## src/design/ulj_pkg.sv

```systemverilog
// shared types and constants for the utility list join unit
// depends on nothing; used by every module of the block except ulj_ram
package ulj_pkg;

    // list storage sizing
    localparam int LIST_DEPTH = 64;
    localparam int ADDR_W     = (LIST_DEPTH > 1) ? $clog2(LIST_DEPTH) : 1;
    localparam int CNT_W      = $clog2(LIST_DEPTH + 1);
    localparam logic [CNT_W-1:0] DEPTH_C = CNT_W'(LIST_DEPTH);

    // field widths
    localparam int TID_W   = 24;
    localparam int UTIL_W  = 32;
    localparam int ITEM_W  = 24;
    localparam int COUNT_W = 7;
    localparam int SUM_W   = 38;

    // operation codes of the request
    localparam logic [1:0] OP_LOAD_PREFIX = 2'd0;
    localparam logic [1:0] OP_LOAD_X      = 2'd1;
    localparam logic [1:0] OP_LOAD_Y      = 2'd2;
    localparam logic [1:0] OP_JOIN        = 2'd3;

    // input request
    typedef struct packed {
        logic [1:0]        operation;
        logic [TID_W-1:0]  tid;
        logic [UTIL_W-1:0] iutil;
        logic [UTIL_W-1:0] rutil;
        logic [ITEM_W-1:0] item;
    } t_in_item;

    // result request
    typedef struct packed {
        logic [ITEM_W-1:0]  item_id;
        logic [TID_W-1:0]   out_tid;
        logic [UTIL_W-1:0]  out_iutil;
        logic [UTIL_W-1:0]  out_rutil;
        logic               matched;
        logic [COUNT_W-1:0] entry_count;
        logic [SUM_W-1:0]   iutil_total;
        logic [SUM_W-1:0]   rutil_total;
        logic               last;
        logic               overflow;
    } t_out_item;

    // decoded command kinds
    typedef enum logic [3:0] {
        KIND_PREFIX = 4'b0001,
        KIND_X      = 4'b0010,
        KIND_Y      = 4'b0100,
        KIND_JOIN   = 4'b1000
    } t_kind;

    // command passed from front to back
    typedef struct packed {
        t_kind             kind;
        logic [TID_W-1:0]  tid;
        logic [UTIL_W-1:0] iutil;
        logic [UTIL_W-1:0] rutil;
        logic [ITEM_W-1:0] item;
    } t_cmd;

    // list entries as stored
    typedef struct packed {
        logic [TID_W-1:0]  tid;
        logic [UTIL_W-1:0] util;
    } t_pair_ent;

    typedef struct packed {
        logic [TID_W-1:0]  tid;
        logic [UTIL_W-1:0] iutil;
        logic [UTIL_W-1:0] rutil;
    } t_y_ent;

    // ram widths of the stored entries
    localparam int PAIR_W = $bits(t_pair_ent);
    localparam int Y_W    = $bits(t_y_ent);

endpackage

```

## src/design/ulj_front.sv

```systemverilog
// front end: accepts requests, decodes the operation and queues commands
// depends on ulj_pkg
module ulj_front (
    input  logic              i_clk,
    input  logic              i_rst_n,
    input  logic              i_push,
    input  ulj_pkg::t_in_item i_in,
    output logic              o_full,
    output logic              o_cmd_valid,
    output ulj_pkg::t_cmd     o_cmd,
    input  logic              i_cmd_take
);

    ulj_pkg::t_cmd r_q [2];
    logic          r_wr_ptr, n_wr_ptr;
    logic          r_rd_ptr, n_rd_ptr;
    logic [1:0]    r_count, n_count;
    ulj_pkg::t_cmd dec_cmd;
    logic          do_push;
    logic          do_pop;

    // classify the operation
    always_comb begin
        dec_cmd.tid   = i_in.tid;
        dec_cmd.iutil = i_in.iutil;
        dec_cmd.rutil = i_in.rutil;
        dec_cmd.item  = i_in.item;
        unique case (i_in.operation)
            ulj_pkg::OP_LOAD_PREFIX: dec_cmd.kind = ulj_pkg::KIND_PREFIX;
            ulj_pkg::OP_LOAD_X:      dec_cmd.kind = ulj_pkg::KIND_X;
            ulj_pkg::OP_LOAD_Y:      dec_cmd.kind = ulj_pkg::KIND_Y;
            default:                 dec_cmd.kind = ulj_pkg::KIND_JOIN;
        endcase
    end

    // two-entry command queue
    assign o_full      = (r_count == 2'd2);
    assign o_cmd_valid = (r_count != 2'd0);
    assign o_cmd       = r_q[r_rd_ptr];
    assign do_push     = i_push && !o_full;
    assign do_pop      = i_cmd_take && o_cmd_valid;

    always_comb begin
        n_wr_ptr = r_wr_ptr ^ do_push;
        n_rd_ptr = r_rd_ptr ^ do_pop;
        n_count  = r_count + {1'b0, do_push} - {1'b0, do_pop};
    end

    always_ff @(posedge i_clk) begin
        if (!i_rst_n) begin
            r_wr_ptr <= 1'b0;
            r_rd_ptr <= 1'b0;
            r_count  <= 2'd0;
        end else begin
            r_wr_ptr <= n_wr_ptr;
            r_rd_ptr <= n_rd_ptr;
            r_count  <= n_count;
        end
    end

    always_ff @(posedge i_clk) begin
        if (do_push) begin
            r_q[r_wr_ptr] <= dec_cmd;
        end
    end

endmodule

```

## config.mk

```make
export PLATFORM = sky130hd
export DESIGN_NAME = ulj_front
export DESIGN_NICKNAME = d
export VERILOG_FILES = /design/src/design/ulj_pkg.sv /design/src/design/ulj_front.sv
export SDC_FILE = /design/constraint.sdc
export NUM_CORES = 1
export LEC_CHECK = 0
export BUFFER_PORTS_ARGS = -buffer_cell sky130_fd_sc_hd__clkbuf_2
export CAP_MARGIN = 20
export CORE_MARGIN = 5
export CORE_UTILIZATION = 25
export CTS_CLUSTER_SIZE = 40
export DETAILED_ROUTE_END_ITERATION = 10
export SETUP_SLACK_MARGIN = 0.4
export SLEW_MARGIN = 20
export SYNTH_ARGS = -nofsm -noshare
export SYNTH_HDL_FRONTEND = slang
export SYNTH_SLANG_ARGS = --single-unit
export TNS_END_PERCENT = 50
```

## constraint.sdc

```tcl
create_clock -name i_clk -period 10.1 [get_ports i_clk]
set_input_delay 0.505 -clock i_clk [delete_from_list [all_inputs] [get_ports i_clk]]
set_output_delay 0.505 -clock i_clk [all_outputs]
set_load 0.02 [all_outputs]
```

==> impl_metrics.json, run 1 <==
{
  "maxCapViolCount": 0,
  "grtUsageTotal_pct": 8.561,
  "drive_gt1_share_pct": 59.25,
  "worst-path-max-fanout": 49,
  "first_global_vias": 4623,
  "dieWidth_um": 197.7,
  "cts.clk_slew.worst_paths_ps": 60,
  "cts_hold_buf": 0,
  "worst_r2r_path_depth": 4,
  "antenna_found_initial": 2,
  "critPathArrivalTime_ps": 2490,
  "wl_mm": 18.03,
  "diodes": 0,
  "root_buffer": "clkbuf_16",
  "drc_errors": 0,
  "fin_crit_sh_pct": 29.70,
  "leakagePower_nw": 4.294,
  "critPathCapture": "o_cmd[52]",
  "synth_seq_area_share_pct": 80.20,
  "drtIter0Drc": 106,
  "cts_made_buffers": 27,
  "rsz0062_at_grt": "false",
  "final_cell_mix": "clkbuf_2, edfxtp_1, mux2_2, mux2_4, clkbuf_16",
  "min_path_type": "in2reg",
  "via_count": 4383,
  "placeableCoreArea_mm2": 0.03463,
  "netlist_area_mm2": 0.008811,
  "synth_nets": 512,
  "clk_path_buf_depth": 3,
  "min_period_ps": 3000,
  "dpl_worst_slack_ps": 7238,
  "power_density_mw_per_mm2": 262.8,
  "fmax_mhz": 333.3,
  "final_common_cell": "clkbuf_2",
  "wire_per_inst_um": 16.10,
  "crit_required_ps": 9600,
  "skew_ps": 22.27,
  "syn-instance-count": 390,
  "yosys_register_bits": 237,
  "area_growth_pct": 29.28,
  "critPathKind": "reg2out",
  "drtAntennaViolNets": 0,
  "grt_start_max_net_pins": 63,
  "crit_path_top_delay_cell": "buf_4",
  "hold_viol_final": 0,
  "start_util_pct": 25.44,
  "io_buffers": 235,
  "cts_tree": "done",
  "cts_setup_buffers": 0,
  "grt_pass1_wl_mm": 26.32,
  "grt-ovfl-total": 0,
  "slew_violations": 0,
  "fp-row-count": 68,
  "clk_latency_ps": 530,
  "worst_slew_pin_slew_ps": 887.6,
  "cp_cell_sequence": "buf_4 -> mux2_2 -> clkbuf_2",
  "timing.rr.end": "r_q[1][105]",
  "syn_area_per_cell_um2": 22.59,
  "reg2reg_from": "r_count[0]",
  "maxSlewHeadroom_pct": 40.82,
  "die_h_um": 197.7,
  "design.portCount": 236,
  "clock-sinks": 237,
  "startpoint_type": "register",
  "finalSetupTns_ps": 0,
  "hpwl_mm": 12.01,
  "cpPeakStageDelay_ps": 680,
  "drt_pass1_iterations": 4,
  "setup_viol": 0,
  "ir_drop_uv": 184.4,
  "viasPerCell": 3.913,
  "dieArea_mm2": 0.03910,
  "rrSetupSlack_ps": 7380,
  "routabilityCongestion": 0.6796,
  "fin_ws_ps": 7100,
  "total_power_mw": 2.994,
  "h-tree-depth": 1,
  "nNetsFinal": 767,
  "synth_warnings": 0,
  "outcome": "complete, no violations",
  "fill_cells": 3347,
  "setup.worst_path.end_class": "output pin",
  "synthDistinctLibCells": 17,
  "cts.repair.resized": 0
}
==> worst max-delay path: cells and delay by family (launching register included) <==
family | cells | cell delay, ps
buffers and inverters | 2 | 850
flip-flops | 1 | 660
multiplexers | 1 | 430
==> layer usage <==
layer | global-route usage (%) | wire length [um]
met5 | 0 | 34
met4 | 2.627 | 563
met2 | 14.10 | 8442
met1 | 10.57 | 7370
met3 | 3.114 | 1619
==> synth_stat cells (all sizes together) <==
cell type | n | share of area, %
nor2 | 1 | 0.043
o21a | 1 | 0.085
buf | 13 | 1.2
inv | 3 | 0.13
nor2b | 4 | 0.28
xnor3 | 1 | 0.26
mux2 | 116 | 17
nand2 | 2 | 0.085
edfxtp | 232 | 79
mux2i | 2 | 0.23
ha | 4 | 0.57
nand2b | 2 | 0.14
or2 | 1 | 0.071
dfxtp | 5 | 1.1
and2 | 3 | 0.21
==> layout make-up <==
| type | instances | area (um^2) | area share, % |
|---|---|---|---|
| repair buffers | 239 | 1206 | 10.59 |
| clock buffers | 35 | 705.7 | 6.195 |
| well taps | 455 | 569.3 | 4.998 |
| clock inverters | 14 | 172.7 | 1.516 |
| inverters | 3 | 11.26 | 0.09886 |
| multi-input cells | 137 | 1655 | 14.53 |
| flip-flops and latches | 237 | 7071 | 62.07 |
==> sequential cells by signal (all words and copies together), names as in the netlist, named ones only <==
signal    count
r_count       2
r_wr_ptr      1
r_rd_ptr      1
r_q         232
==> kinds of logic after synthesis <==
family	count (synthesis)	share of synthesized area [%]
DFF	237	80.20
xor gates and xnor gates	1	0.2556
AOI/OAI and AO/OA	1	0.08523
adders and majority gates	4	0.5680
buffers and inverters	16	1.292
muxes	118	16.76
and+or+nand+nor	13	0.8378
==> worst min-delay path by stage <==
stage | from | endpoint | slack, ps | cells after the start
after floorplan | r_rd_ptr | register | 450 | 2
after global placement | r_rd_ptr | register | 460 | 2
after detailed placement | r_rd_ptr | register | 460 | 2
after CTS | i_in[44] | r_q[0][44] | 120 | 1
after global routing | i_in[9] | r_q[0][9] | 130 | 1
final | i_in[44] | r_q[0][44] | 160 | 1
==> report_power, final <==
| group | switching, mW | internal (mW) |
|---|---|---|
| logic | 0.437 | 0.297 |
| clock network | 0.371 | 0.593 |
| registers | 0.0452 | 1.25 |
| total | 0.854 | 2.14 |
==> metrics by stage <==
step	utilization, %	cells	hold WS (ps)	area (um^2)
final	32.89	1120	160.4	11390
after global placement	30.36	1071	457.7	10510
after floorplan	-	390	451.6	8811
after CTS	32.89	1120	123.5	11390
after detailed placement	30.36	1071	464.3	10510
after global routing	32.89	1120	129.6	11390
No activity file was read; power rests on OpenSTA's default activity.
==> run 2, diff against run 1 <==
clock period = 2.75 ns   (was 10.1 ns; I/O delays follow)
==> run 2 against run 1 <==
- sequential power grew to 3.6 times the previous value
- worst setup slack worse by 6500 ps
- first-iteration DRC count increased by 27%
- clock skew decreased by 12 ps
- count of clock-buffer cells in the layout shrank 5
- largest cell class unchanged
- via count increased by 11%
- total power rose to 3.6 times the previous value
- utilization is 3.4 points higher
- critical path type unchanged
- final area increased by 10%
- register-to-register slack lost 6300 ps
- critical endpoint is now o_cmd[115]
- clock power grew to 3.4 times the previous value
- non-clock buffer count increased by 121
==> impl_metrics.json, run 2 (synthesis results as in run 1) <==
{
  "viasPerCell": 3.917,
  "hpwl_mm": 11.90,
  "dieArea_mm2": 0.03910,
  "setup_viol": 0,
  "fmax_mhz": 456.2,
  "cts_tree": "done",
  "ir_drop_uv": 739.1,
  "clock-sinks": 237,
  "setup.worst_path.end_class": "output pin",
  "drtAntennaViolNets": 0,
  "dieWidth_um": 197.7,
  "regArea_mm2": 0.007071,
  "min_path_type": "in2reg",
  "placed_cell_area_mm2": 0.01061,
  "top_register": "r_q",
  "h-tree-depth": 1,
  "routabilityCongestion": 0.6726,
  "worst_slew_pin_slew_ps": 422.6,
  "clk_latency_ps": 520,
  "grt_start_max_net_pins": 67,
  "outcome": "complete, no violations",
  "die_h_um": 197.7,
  "wire_per_inst_um": 15.17,
  "area_growth_pct": 42.83,
  "largest_reg_flops": 232,
  "drive_gt1_share_pct": 51.02,
  "wl_mm": 18.81,
  "worst-path-max-fanout": 20,
  "placeableCoreArea_mm2": 0.03463,
  "via_count": 4857,
  "hold_viol_final": 0,
  "io_buffers": 235,
  "finalNonFillerCells": 1240,
  "nNetsFinal": 887,
  "drtIter0Drc": 135,
  "fin_crit_sh_pct": 79.71,
  "rsz0062_at_grt": "false",
  "drt_pass1_iterations": 4,
  "startpoint_type": "register",
  "slew_violations": 0,
  "multi_input_area_mm2": 0.001655,
  "first_global_vias": 5442,
  "cts_setup_buffers": 0,
  "grt_pass1_wl_mm": 29.00,
  "antenna_found_initial": 2,
  "fill_cells": 3229,
  "met2_usage_pct": 15.33,
  "critPathKind": "reg2out",
  "grtUsageTotal_pct": 9.310,
  "power_density_mw_per_mm2": 865.8,
  "critPathArrivalTime_ps": 2050,
  "start_util_pct": 25.44,
  "finalSetupTns_ps": 0,
  "cts_made_buffers": 26,
  "clk_path_buf_depth": 3,
  "skew_ps": 9.823,
  "gr-usage-met1_pct": 11.68,
  "root_buffer": "clkbuf_16",
  "min_period_ps": 2192,
  "place_inst": 1075,
  "rrSetupSlack_ps": 1070,
  "cts.repair.resized": 0,
  "cts.clk_slew.worst_paths_ps": 60,
  "fp-row-count": 68,
  "grt-ovfl-total": 0,
  "maxSlewHeadroom_pct": 71.82,
  "final_cell_mix": "clkbuf_2, edfxtp_1, dlygate4sd3_1, mux2_2, mux2_4",
  "design_area_mm2": 0.01258,
  "maxCapViolCount": 0,
  "grtUsageMet3_pct": 3.267,
  "cts_hold_buf": 117,
  "drc_errors": 0,
  "final_common_cell": "clkbuf_2",
  "crit_required_ps": 2610,
  "top_usage_layer": "met2",
  "design.portCount": 236,
  "leakagePower_nw": 4.783,
  "largestRegisters": "r_q: 232 flops, r_count: 2 flops",
  "total_power_mw": 10.90
}
-- run 2: cell count changes in the layout (fill, tap and decap cells not counted), moves of 3 or more --
cell / delta
clkbuf_1: -5
bufinv_16: -3
clkinvlp_4: +3
dlygate4sd3_1: +117
buf_12: +5
-- run 2: report_power, final --
group          internal [mW]  switching, mW  total, mW
Sequential              4.58          0.148       4.73
Combinational           1.25           1.68       2.94
Clock                   1.88           1.35       3.23
-- run 2: worst max-delay path: stages (launching register included) --
cell and delay, ps:
dfxtp_4 530, buf_4 420, mux2_2 400, clkbuf_2 160
-- run 2: layout make-up --
type | instances | share of cell area (%)
diodes | 1 | 0.01988
clock buffers | 30 | 5.458
clock inverters | 17 | 0.9445
inverters | 3 | 0.08948
multi-input cells | 137 | 13.15
flip-flops and latches | 237 | 56.18
well taps | 455 | 4.524
repair buffers | 360 | 19.63
-- run 2: per-layer routing --
layer / vias up / part of all wire, %
li1: 2296 / -
met1: 2349 / 41
met2: 178 / 47
met3: 32 / 9.5
met4: 2 / 2.1
met5: - / 0.058
-- run 2: final timing paths --
kind / from / to / cells past startpoint
hold / removal: i_push / r_wr_ptr / 4
hold reg to reg: r_rd_ptr / r_rd_ptr / 2
setup / recovery: register / o_cmd[115] / 3
setup reg to reg: r_count[0] / r_q[0][92] / 4
-- run 2: stage by stage --
| step | util (%) | hold WS [ps] | setup WS [ps] |
|---|---|---|---|
| floorplan | - | 236.4 | 161.1 |
| global placement | 30.63 | 325.9 | 1095 |
| detailed placement | 30.63 | 329.7 | 1065 |
| CTS | 36.33 | 114.3 | 486.0 |
| global route | 36.34 | 141.2 | 453.2 |
| finish | 36.34 | 150.1 | 558.0 |
==> run 3, diff against run 2 <==
clock period = 2.1 ns   (was 2.75 ns; I/O delays follow)
==> run 3 against run 2 <==
- die area unchanged
- clock skew grew 4.0 ps
- global-route usage fell by 0.10 points
- routed wire length rose by 0.64%
- utilization is 0.77 points higher
- critical path type unchanged
- largest power group unchanged
==> impl_metrics.json, run 3 (synthesis results as in run 1) <==
{
  "final_cell_mix": "edfxtp_1, clkbuf_2, dlygate4sd3_1, mux2_2, mux2_4",
  "startpoint_type": "register",
  "slew_violations": 0,
  "leakagePower_nw": 4.903,
  "wire_per_inst_um": 15.14,
  "viasPerCell": 3.884,
  "ir_drop_uv": 809.8,
  "h-tree-depth": 1,
  "antenna_found_initial": 2,
  "critPathArrivalTime_ps": 1750,
  "setup_viol": 0,
  "cts_made_buffers": 25,
  "area_growth_pct": 45.85,
  "hpwl_mm": 12.13,
  "outcome": "complete, no violations",
  "dpl_worst_slack_ps": 544.2,
  "worst_slew_pin_slew_ps": 374.9,
  "clk_latency_ps": 520,
  "grtUsageTotal_pct": 9.210,
  "cts_tree": "done",
  "drtIter0Drc": 150,
  "top_register": "r_q",
  "dieWidth_um": 197.7,
  "worst-path-max-fanout": 7,
  "rsz0062_at_grt": "true",
  "fill_cells": 3219,
  "wl_mm": 18.93,
  "grt-ovfl-total": 0,
  "root_buffer": "clkbuf_16",
  "multi_input_area_mm2": 0.001677,
  "io_buffers": 235,
  "placeableCoreArea_mm2": 0.03463,
  "drtAntennaViolNets": 0,
  "finalSetupTns_ps": 0,
  "routabilityCongestion": 0.6742,
  "maxCapViolCount": 0,
  "fin_crit_sh_pct": 88.35,
  "fp-row-count": 68,
  "dieArea_mm2": 0.03910,
  "hold_viol_final": 0,
  "nNetsFinal": 897,
  "via_count": 4855,
  "min_path_type": "in2reg",
  "start_util_pct": 25.44,
  "die_h_um": 197.7,
  "grt_pass1_wl_mm": 28.41,
  "drive_gt1_share_pct": 51.76,
  "crit_required_ps": 2000,
  "largest_reg_flops": 232,
  "drt_pass1_iterations": 4,
  "maxSlewHeadroom_pct": 75.01,
  "grt_start_max_net_pins": 60,
  "first_global_vias": 5259,
  "clk_path_buf_depth": 3,
  "regArea_mm2": 0.007072,
  "critPathKind": "reg2out",
  "min_period_ps": 1855,
  "design.portCount": 236,
  "drc_errors": 0,
  "fin_ws_ps": 244.7,
  "fin_util_pct": 37.11,
  "final_common_cell": "edfxtp_1",
  "fmax_mhz": 539.0,
  "setup.worst_path.end_class": "output pin",
  "clock-sinks": 237,
  "power_density_mw_per_mm2": 1126,
  "cts.clk_slew.worst_paths_ps": 60,
  "largestRegisters": "r_q: 232 flops, r_count: 2 flops",
  "skew_ps": 13.79
}
-- run 3: cell count changes in the layout (fill, tap and decap cells not counted), moves of 2 or more --
cell        change
mux2_2          -3
mux2_4          +3
buf_6           +8
buf_2          +11
clkbuf_16       -2
clkinvlp_4      -2
clkbuf_2       -19
clkinv_4        -2
buf_12          +2
buf_8           +3
clkinv_2        +2
buf_16          +6
-- run 3: path summary, 6_finish.rpt --
check | slack, ps | from | cells past startpoint | end
worst min-delay path | 60 | i_push | 4 | r_wr_ptr
worst max-delay path | 240 | register | 5 | o_cmd[28]
worst max register to register | 600 | r_count[0] | 4 | r_q[0][80]
worst min register to register | 480 | r_rd_ptr | 2 | r_rd_ptr
-- run 3: layer usage --
layer	wire length [um]	track usage, %	vias up
li1	-	-	2322
met1	7587	10.96	2344
met2	9378	15.78	153
met3	1514	2.944	34
met4	441	3.162	2
met5	7	0	-
-- run 3: layout make-up --
type / count / area share (%)
diodes: 1 / 0.01947
flip-flops and latches: 237 / 55.03
well taps: 455 / 4.430
clock buffers: 29 / 4.985
multi-input cells: 137 / 13.05
repair buffers: 371 / 21.56
clock inverters: 17 / 0.8470
inverters: 3 / 0.08763
-- run 3: timing repair --
item,in CTS,in global routing
gates resized for setup,24,29
endpoints found under the hold margin,237,0
buffers inserted,5,0
setup endpoints to repair,116,116
hold buffers,117,0
cloned,4,0
-- run 3: where the power goes --
part	switching [mW]	internal, mW	total (mW)
Sequential	0.155	6.00	6.16
Clock	1.69	2.30	3.98
Combinational	2.34	1.99	4.33
Total	4.18	10.3	14.5
-- run 3: worst max-delay path, stage by stage, from the launching register on --
cell	delay [ps]
dfxtp_4	370
buf_12	150
buf_6	110
buf_6	110
mux2_2	350
buf_8	140
-- run 3: per-stage QoR --
| stage | power [mW] | cell area, um^2 | cells | hold slack [ps] |
|---|---|---|---|---|
| 2_1_floorplan | 8.814 | 8847 | 390 | 203.9 |
| 3_3_place_gp | 10.05 | 10640 | 1077 | 293.3 |
| 4_1_cts | 14.70 | 12810 | 1249 | 24.77 |
| 6_report | 14.47 | 12850 | 1250 | 60.12 |
| 5_1_grt | 15.18 | 12850 | 1250 | 41.19 |
| 3_5_place_dp | 10.09 | 10640 | 1077 | 297.5 |
